$ cat src/hdl/ilc_pkg.sv
// Shared types, constants and byte class functions for the INI line classifier.
package ilc_pkg;

    localparam int MAX_LINE = 256;
    localparam int COL_W    = $clog2(MAX_LINE + 2);

    localparam logic [2:0] KIND_EMPTY    = 3'd0;
    localparam logic [2:0] KIND_SECTION  = 3'd1;
    localparam logic [2:0] KIND_KEYVAL   = 3'd2;
    localparam logic [2:0] KIND_ERROR    = 3'd3;
    localparam logic [2:0] KIND_OVERLONG = 3'd4;

    localparam logic [7:0] CH_NUL    = 8'h00;
    localparam logic [7:0] CH_TAB    = 8'h09;
    localparam logic [7:0] CH_LF     = 8'h0A;
    localparam logic [7:0] CH_CR     = 8'h0D;
    localparam logic [7:0] CH_SPACE  = 8'h20;
    localparam logic [7:0] CH_QUOTE  = 8'h22;
    localparam logic [7:0] CH_HASH   = 8'h23;
    localparam logic [7:0] CH_SEMI   = 8'h3B;
    localparam logic [7:0] CH_EQUAL  = 8'h3D;
    localparam logic [7:0] CH_LBRACK = 8'h5B;
    localparam logic [7:0] CH_RBRACK = 8'h5D;
    localparam logic [7:0] CH_FIRST_VISIBLE = 8'd33;

    typedef enum logic [11:0] {
        PH_LEAD    = 12'b0000_0000_0001,
        PH_COMMENT = 12'b0000_0000_0010,
        PH_ERROR   = 12'b0000_0000_0100,
        PH_SNAME   = 12'b0000_0000_1000,
        PH_STAIL   = 12'b0000_0001_0000,
        PH_SOK     = 12'b0000_0010_0000,
        PH_KEY     = 12'b0000_0100_0000,
        PH_EQ      = 12'b0000_1000_0000,
        PH_VALUE   = 12'b0001_0000_0000,
        PH_QUOTED  = 12'b0010_0000_0000,
        PH_QTAIL   = 12'b0100_0000_0000,
        PH_VOK     = 12'b1000_0000_0000
    } ilc_phase_t;

    typedef struct packed {
        logic [7:0] text_byte;
        logic       finish;
    } ilc_in_t;

    typedef struct packed {
        logic [2:0]  line_kind;
        logic [7:0]  name_offset;
        logic [7:0]  name_length;
        logic [7:0]  value_offset;
        logic [7:0]  value_length;
        logic [15:0] line_number;
    } ilc_out_t;

    function automatic logic is_ws(input logic [7:0] b);
        return (b == CH_SPACE) || (b == CH_TAB);
    endfunction

    function automatic logic is_comment(input logic [7:0] b);
        return (b == CH_SEMI) || (b == CH_HASH);
    endfunction

    function automatic logic is_normal(input logic [7:0] b);
        return (b >= CH_FIRST_VISIBLE) && (b != CH_QUOTE) && (b != CH_SEMI) &&
               (b != CH_HASH) && (b != CH_LBRACK) && (b != CH_RBRACK) &&
               (b != CH_EQUAL);
    endfunction

endpackage

$ cat src/hdl/ilc_parser.sv
// Per-byte line parser state and line-end result formation.
module ilc_parser (
    input  logic               aclk,
    input  logic               aresetn,
    input  logic               step,
    input  ilc_pkg::ilc_in_t   item,
    output logic               emit,
    output ilc_pkg::ilc_out_t  result
);

    ilc_pkg::ilc_phase_t      phase_reg, phase_next;
    logic [ilc_pkg::COL_W-1:0] column_reg, column_next;
    logic [7:0]  name_begin_reg, name_begin_next;
    logic [7:0]  name_last_reg, name_last_next;
    logic [7:0]  value_begin_reg, value_begin_next;
    logic [7:0]  value_last_reg, value_last_next;
    logic [15:0] line_count_reg, line_count_next;
    logic        nul_reg, nul_next;

    logic [7:0] b;
    logic [7:0] c8;
    logic [7:0] c8_inc;
    logic [7:0] c8_dec;

    assign b      = item.text_byte;
    assign c8     = 8'(column_reg);
    assign c8_inc = c8 + 8'd1;
    assign c8_dec = c8 - 8'd1;

    assign emit = item.finish ? ((column_reg != '0) || nul_reg) : (b == ilc_pkg::CH_LF);

    always_comb begin
        result.line_kind    = ilc_pkg::KIND_ERROR;
        result.name_offset  = 8'd0;
        result.name_length  = 8'd0;
        result.value_offset = 8'd0;
        result.value_length = 8'd0;
        result.line_number  = line_count_reg;
        if (column_reg > ilc_pkg::COL_W'(ilc_pkg::MAX_LINE)) begin
            result.line_kind = ilc_pkg::KIND_OVERLONG;
        end else begin
            case (phase_reg)
                ilc_pkg::PH_LEAD, ilc_pkg::PH_COMMENT: begin
                    result.line_kind = ilc_pkg::KIND_EMPTY;
                end
                ilc_pkg::PH_STAIL, ilc_pkg::PH_SOK: begin
                    result.line_kind   = ilc_pkg::KIND_SECTION;
                    result.name_offset = name_begin_reg;
                    result.name_length = name_last_reg + 8'd1 - name_begin_reg;
                end
                ilc_pkg::PH_VALUE, ilc_pkg::PH_QTAIL, ilc_pkg::PH_VOK: begin
                    result.line_kind    = ilc_pkg::KIND_KEYVAL;
                    result.name_offset  = name_begin_reg;
                    result.name_length  = name_last_reg + 8'd1 - name_begin_reg;
                    result.value_offset = value_begin_reg;
                    result.value_length = value_last_reg + 8'd1 - value_begin_reg;
                end
                default: begin
                    result.line_kind = ilc_pkg::KIND_ERROR;
                end
            endcase
        end
    end

    always_comb begin
        phase_next       = phase_reg;
        column_next      = column_reg;
        name_begin_next  = name_begin_reg;
        name_last_next   = name_last_reg;
        value_begin_next = value_begin_reg;
        value_last_next  = value_last_reg;
        line_count_next  = line_count_reg;
        nul_next         = nul_reg;
        if (step) begin
            if (item.finish || (b == ilc_pkg::CH_LF)) begin
                phase_next       = ilc_pkg::PH_LEAD;
                column_next      = '0;
                name_begin_next  = 8'd0;
                name_last_next   = 8'd0;
                value_begin_next = 8'd0;
                value_last_next  = 8'd0;
                nul_next         = 1'b0;
                if (item.finish || (line_count_reg == 16'hFFFF)) begin
                    line_count_next = 16'd1;
                end else begin
                    line_count_next = line_count_reg + 16'd1;
                end
            end else if ((b == ilc_pkg::CH_CR) || nul_reg) begin
                phase_next = phase_reg;
            end else if (b == ilc_pkg::CH_NUL) begin
                nul_next = 1'b1;
            end else begin
                if (column_reg < ilc_pkg::COL_W'(ilc_pkg::MAX_LINE)) begin
                    case (phase_reg)
                        ilc_pkg::PH_LEAD: begin
                            if (ilc_pkg::is_ws(b)) begin
                                phase_next = ilc_pkg::PH_LEAD;
                            end else if (ilc_pkg::is_comment(b)) begin
                                phase_next = ilc_pkg::PH_COMMENT;
                            end else if (b == ilc_pkg::CH_LBRACK) begin
                                phase_next      = ilc_pkg::PH_SNAME;
                                name_begin_next = c8_inc;
                            end else if (ilc_pkg::is_normal(b)) begin
                                phase_next      = ilc_pkg::PH_KEY;
                                name_begin_next = c8;
                                name_last_next  = c8;
                            end else begin
                                phase_next = ilc_pkg::PH_ERROR;
                            end
                        end
                        ilc_pkg::PH_SNAME: begin
                            if (ilc_pkg::is_normal(b)) begin
                                phase_next = ilc_pkg::PH_SNAME;
                            end else if (b == ilc_pkg::CH_RBRACK) begin
                                phase_next     = ilc_pkg::PH_STAIL;
                                name_last_next = c8_dec;
                            end else begin
                                phase_next = ilc_pkg::PH_ERROR;
                            end
                        end
                        ilc_pkg::PH_STAIL: begin
                            if (!ilc_pkg::is_ws(b)) begin
                                phase_next = ilc_pkg::is_comment(b) ? ilc_pkg::PH_SOK
                                                                    : ilc_pkg::PH_ERROR;
                            end
                        end
                        ilc_pkg::PH_KEY: begin
                            if (ilc_pkg::is_normal(b)) begin
                                name_last_next = c8;
                            end else if (ilc_pkg::is_ws(b)) begin
                                phase_next = ilc_pkg::PH_KEY;
                            end else if (b == ilc_pkg::CH_EQUAL) begin
                                phase_next = ilc_pkg::PH_EQ;
                            end else begin
                                phase_next = ilc_pkg::PH_ERROR;
                            end
                        end
                        ilc_pkg::PH_EQ: begin
                            if (ilc_pkg::is_ws(b)) begin
                                phase_next = ilc_pkg::PH_EQ;
                            end else if (b == ilc_pkg::CH_QUOTE) begin
                                phase_next       = ilc_pkg::PH_QUOTED;
                                value_begin_next = c8_inc;
                            end else if (ilc_pkg::is_normal(b)) begin
                                phase_next       = ilc_pkg::PH_VALUE;
                                value_begin_next = c8;
                                value_last_next  = c8;
                            end else begin
                                phase_next = ilc_pkg::PH_ERROR;
                            end
                        end
                        ilc_pkg::PH_VALUE: begin
                            if (ilc_pkg::is_normal(b)) begin
                                value_last_next = c8;
                            end else if (ilc_pkg::is_ws(b)) begin
                                phase_next = ilc_pkg::PH_VALUE;
                            end else begin
                                phase_next = ilc_pkg::is_comment(b) ? ilc_pkg::PH_VOK
                                                                    : ilc_pkg::PH_ERROR;
                            end
                        end
                        ilc_pkg::PH_QUOTED: begin
                            if (b == ilc_pkg::CH_QUOTE) begin
                                phase_next      = ilc_pkg::PH_QTAIL;
                                value_last_next = c8_dec;
                            end
                        end
                        ilc_pkg::PH_QTAIL: begin
                            if (!ilc_pkg::is_ws(b)) begin
                                phase_next = ilc_pkg::is_comment(b) ? ilc_pkg::PH_VOK
                                                                    : ilc_pkg::PH_ERROR;
                            end
                        end
                        default: begin
                            phase_next = phase_reg;
                        end
                    endcase
                end
                if (column_reg <= ilc_pkg::COL_W'(ilc_pkg::MAX_LINE)) begin
                    column_next = column_reg + 1'b1;
                end
            end
        end
    end

    always_ff @(posedge aclk) begin
        if (!aresetn) begin
            phase_reg       <= ilc_pkg::PH_LEAD;
            column_reg      <= '0;
            name_begin_reg  <= 8'd0;
            name_last_reg   <= 8'd0;
            value_begin_reg <= 8'd0;
            value_last_reg  <= 8'd0;
            line_count_reg  <= 16'd1;
            nul_reg         <= 1'b0;
        end else begin
            phase_reg       <= phase_next;
            column_reg      <= column_next;
            name_begin_reg  <= name_begin_next;
            name_last_reg   <= name_last_next;
            value_begin_reg <= value_begin_next;
            value_last_reg  <= value_last_next;
            line_count_reg  <= line_count_next;
            nul_reg         <= nul_next;
        end
    end

    assert property (@(posedge aclk) disable iff (!aresetn)
        column_reg <= ilc_pkg::COL_W'(ilc_pkg::MAX_LINE + 1))
        else $error("column ran past the overlong mark");

    assert property (@(posedge aclk) disable iff (!aresetn)
        line_count_reg != 16'd0)
        else $error("line counter reached zero");

    assert property (@(posedge aclk) disable iff (!aresetn)
        step && item.finish |=> (line_count_reg == 16'd1) && (column_reg == '0) && !nul_reg)
        else $error("finish did not return the parser to its reset state");

endmodule

$ cat src/hdl/ini_line_classifier_core.sv
// INI line classifier top level: input request register, parser, result register.
// Takes one text byte per cycle and reports one result at each line end (newline, or
// finish on a line holding a counted byte or a NUL); the parser result is registered.
// A byte that ends a line waits in the input register only while an earlier result is
// still untaken; other bytes pass through at full rate. Lines longer than MAX_LINE
// counted bytes report as overlong, and offsets and lengths are 8-bit columns.
module ini_line_classifier_core (
    input  logic               aclk,
    input  logic               aresetn,
    input  logic               s_valid,
    output logic               s_ready,
    input  ilc_pkg::ilc_in_t   s_data,
    output logic               m_valid,
    input  logic               m_ready,
    output ilc_pkg::ilc_out_t  m_data
);

    logic              in_valid_reg, in_valid_next;
    ilc_pkg::ilc_in_t  in_data_reg;
    logic              m_valid_reg, m_valid_next;
    ilc_pkg::ilc_out_t m_data_reg;

    logic              emit;
    ilc_pkg::ilc_out_t result;
    logic              out_free;
    logic              advance;

    ilc_parser u_parser (
        .aclk    (aclk),
        .aresetn (aresetn),
        .step    (advance),
        .item    (in_data_reg),
        .emit    (emit),
        .result  (result)
    );

    assign out_free = !m_valid_reg || m_ready;
    assign advance  = in_valid_reg && (out_free || !emit);
    assign s_ready  = !in_valid_reg || advance;
    assign m_valid  = m_valid_reg;
    assign m_data   = m_data_reg;

    always_comb begin
        in_valid_next = in_valid_reg;
        if (s_valid && s_ready) begin
            in_valid_next = 1'b1;
        end else if (advance) begin
            in_valid_next = 1'b0;
        end
        m_valid_next = m_valid_reg;
        if (advance && emit) begin
            m_valid_next = 1'b1;
        end else if (m_ready) begin
            m_valid_next = 1'b0;
        end
    end

    always_ff @(posedge aclk) begin
        if (!aresetn) begin
            in_valid_reg <= 1'b0;
            m_valid_reg  <= 1'b0;
        end else begin
            in_valid_reg <= in_valid_next;
            m_valid_reg  <= m_valid_next;
        end
    end

    // hold the request until the parser takes it
    always_ff @(posedge aclk) begin
        if (s_valid && s_ready) begin
            in_data_reg <= s_data;
        end
    end

    always_ff @(posedge aclk) begin
        if (advance && emit) begin
            m_data_reg <= result;
        end
    end

    assert property (@(posedge aclk) disable iff (!aresetn)
        m_valid && (m_data.line_kind != ilc_pkg::KIND_KEYVAL)
            |-> (m_data.value_offset == 8'd0) && (m_data.value_length == 8'd0))
        else $error("value fields set on a line that is not a key");

    assert property (@(posedge aclk) disable iff (!aresetn)
        m_valid && ((m_data.line_kind == ilc_pkg::KIND_EMPTY) ||
                    (m_data.line_kind == ilc_pkg::KIND_ERROR) ||
                    (m_data.line_kind == ilc_pkg::KIND_OVERLONG))
            |-> (m_data.name_offset == 8'd0) && (m_data.name_length == 8'd0))
        else $error("name fields set on a line without a name");

    assert property (@(posedge aclk) disable iff (!aresetn)
        m_valid && !m_ready |-> !(advance && emit))
        else $error("result register overwritten while still pending");

    assert property (@(posedge aclk) disable iff (!aresetn)
        in_valid_reg && !emit |-> advance)
        else $error("byte without a line end stalled in the input register");

endmodule

$ cat config.mk
export PLATFORM = sky130hd
export DESIGN_NAME = ini_line_classifier_core
export DESIGN_NICKNAME = d
export VERILOG_FILES = /design/src/hdl/ilc_pkg.sv /design/src/hdl/ilc_parser.sv /design/src/hdl/ini_line_classifier_core.sv
export SDC_FILE = /design/constraint.sdc
export NUM_CORES = 1
export LEC_CHECK = 0
export ABC_AREA = 1
export BUFFER_PORTS_ARGS = -buffer_cell sky130_fd_sc_hd__buf_4
export CELL_PAD_IN_SITES_DETAIL_PLACEMENT = 1
export CELL_PAD_IN_SITES_GLOBAL_PLACEMENT = 2
export CORE_MARGIN = 3
export CORE_UTILIZATION = 37
export CTS_BUF_LIST = sky130_fd_sc_hd__clkbuf_8
export DETAILED_ROUTE_END_ITERATION = 7
export PLACE_DENSITY_LB_ADDON = 0.1
export SLEW_MARGIN = 20
export SYNTH_ARGS = -nofsm -noshare
export SYNTH_HDL_FRONTEND = slang
export SYNTH_SLANG_ARGS = --single-unit
$ cat constraint.sdc
create_clock -name aclk -period 4.2 [get_ports aclk]
set_clock_uncertainty 0.1 [all_clocks]
set_input_delay 0.63 -clock aclk [delete_from_list [all_inputs] [get_ports aclk]]
set_output_delay 0.63 -clock aclk [all_outputs]
set_load 0.1 [all_outputs]
==> metrics <==
Worst Hold Class input pin to flop; IO Port Bufs 65; cell with the most instances after synthesis nand2_1; # setup viols final 0; routed len/inst 16.0 µm; CP max-delay cell inv_2; r2r endpoint m_data[24]; layout cells sized above 1 13.8%; worst-path fanout max 28; total power 2.99 mW; crit path cell chain clkinv_1 -> ha_1 -> nand3_1 -> nor2_1 -> nand2_1 -> nand3_2 -> nand2_2 -> inv_2 -> nand2_4 -> inv_2 -> nand2_1 -> inv_2 -> buf_12; Post-synth top cells nand2_1 (171), nor2_1 (142), inv_1 (114), a21oi_1 (75), dfxtp_1 (72); worst setup path endpoint m_data[24]; pwr dens 362 nW/µm²; Post-Place Setup Slack 1.01 ns; flops & latches, synth 132; 1st-pass router iterations 4; critical path startpoint u_parser.column_reg[0]; Crit path largest cell delay 0.52 ns; number of synthesized flops with an enable pin 60; Layout Nets 1022; Via Count 6132; die height 145 µm; crit start category flop; post-layout min period 3.13 ns; post-route setup slack 1.07 ns; Synth area leader edfxtp_1; CP delay by family, top buffers and inverters; status completed; VDD IR-drop max 0.198 mV; yosys warns 0; fin area 8270 µm²; CTS tree yes; first-pass GRT wire length 32700 µm; initial antenna violation count 0; final wirelength 20100 µm; Cell Area, Placed 7870 µm²; Initial Util 37.8%; Register-to-Register Path Depth 13; RSZ-0062 raised after global routing false; number of cells on the critical path 13; reg2reg setup slack 1.07 ns; Critical Path RT 4.25 ns; Post-Syn Area 7130 µm²; WP buf/inv 5; Core ar. 18800 µm²; Leakage 3.40 nW; CTS clk-pin slew, worst paths 0.09 ns; Crit Path Class flop to flop; Slew @ Worst Pin 0.929 ns; Synth area leaders edfxtp_1 (25%), dfxtp_1 (20%), nand2_1 (9.0%), nor2_1 (7.5%), inv_1 (6.0%); # resized after CTS 0; register area share after synthesis 45.5%; H-Tree Depth 4; Synth Flop Type dfxtp_1; vias in the first global route 6201; global placer's final weighted congestion 0.886; CTS Buf Count 17; Post-synth ARST share 0%; Post-Syn Instances 910; global route overflow 0; CP arrival 3.18 ns; IO Pins 66; Final Hold Viols 0; clock buffer depth 2; Die ar. 21000 µm²; Post-CTS Hold Fix Bufs 0; FF-to-FF Start u_parser.column_reg[0]; CTS Root Cell clkbuf_8; clk_lat worst skew 0.46 ns; Max Cap Viol 0; setup_tns 0 ns; post-CTS setup buffers 0; Fmax 319 MHz; DRT antenna net count 0; Synth cell types 41; post-DR vias/cell 4.91; number of flip-flops in the largest register 51; Avg Inst Size Synth 7.83 µm²; DRC Markers 0; syn_nets 955; Most common cell on crit path inv_2; post-DP HPWL 14900 µm; final design utilization 43.9%; CTS Sinks 132; Ant. Diodes 0; Area Overhead vs Synth 16.0%; DR iter-0 viols 277; post-synth top area share 25.3%; Worst setup EP type flop; FP Rows 50; Max Slew Vio Count 0; largest net degree at the start of global routing 36; Tcrit/Tclk final 74.6%; Die Width 145 µm; GRT Total Usage 19.9%; Fillers 2305; Rel. slew slack 38.1%
[metrics by stage]
step           hold WS, ns  std cells
2_1_floorplan        0.330        910
3_3_place_gp         0.339       1218
3_5_place_dp         0.361       1218
4_1_cts              0.205       1250
5_1_grt              0.219       1250
6_report             0.243       1250
[cell families after synthesis]
kind of cell / count (synthesis) / share of synthesized area (%)
flops: 132 / 45.5
simple gates: 414 / 25.3
compound gates: 169 / 13.0
xor+xnor: 19 / 2.33
buf+inv: 144 / 8.11
fa+ha+maj: 32 / 5.83
[routing by layer]
layer  global-route usage [%]  wire length [µm]  part of all wire, %
met1                     27.5              9710                   48
met4                     5.40               197                 0.98
met5                        0                 0                    0
met3                     3.19               790                  3.9
met2                     32.4              9360                   47
[worst reg2reg max path, delay by kind of cell (launching register included)]
kind / cells / cell delay (ns)
simple gates: 7 / 0.83
fa+ha+maj: 1 / 0.17
buf+inv: 5 / 1.34
flops: 1 / 0.37
[cell type report]
cell class / count / area, µm² / share of cell area (%)
multi-input cells: 634 / 3310 / 40.0
flip-flops and latches: 132 / 3240 / 39.2
repair buffers: 69 / 531 / 6.42
inverters: 123 / 462 / 5.58
well taps: 260 / 325 / 3.93
clock buffers: 17 / 234 / 2.83
clock inverters: 15 / 168 / 2.03
[power by group]
part / internal [mW] / switching [mW] / leakage (nW) / total (mW)
combinational: 0.134 / 0.333 / 2.03 / 0.466
sequential: 1.38 / 0.0303 / 1.19 / 1.41
clock: 0.541 / 0.573 / 0.192 / 1.11
[cells in the final DEF, fill, tap and decap left out, drive strengths merged]
master / count
nand4: 9
clkbuf: 17
bufinv: 2
nor3: 16
inv: 128
a22oi: 2
nor2: 154
nand3b: 3
and2: 1
nor4: 1
nor3b: 5
xnor2: 8
nand3: 42
fa: 2
clkinvlp: 4
o21bai: 5
and3: 1
o22ai: 16
or2: 2
a211oi: 2
dfxtp: 72
a21oi: 76
clkinv: 4
o21a: 4
o21ai: 63
ha: 30
buf: 69
xor2: 11
edfxtp: 60
nand2: 180
o211ai: 1
[worst min-delay path by stage]
stage / slack (ns) / endpoint / cells past startpoint / from
after floorplan: 0.33 / m_data[8] / 0 / u_parser.line_count_reg[8]
after CTS: 0.21 / in_data_reg[5] / 1 / s_data[5]
after detailed placement: 0.36 / m_data[8] / 0 / u_parser.line_count_reg[8]
after global routing: 0.22 / in_data_reg[2] / 1 / s_data[2]
final: 0.24 / in_data_reg[5] / 1 / s_data[5]
after global placement: 0.34 / m_data[8] / 0 / u_parser.line_count_reg[8]
No activity file was read; power rests on OpenSTA's default activity.
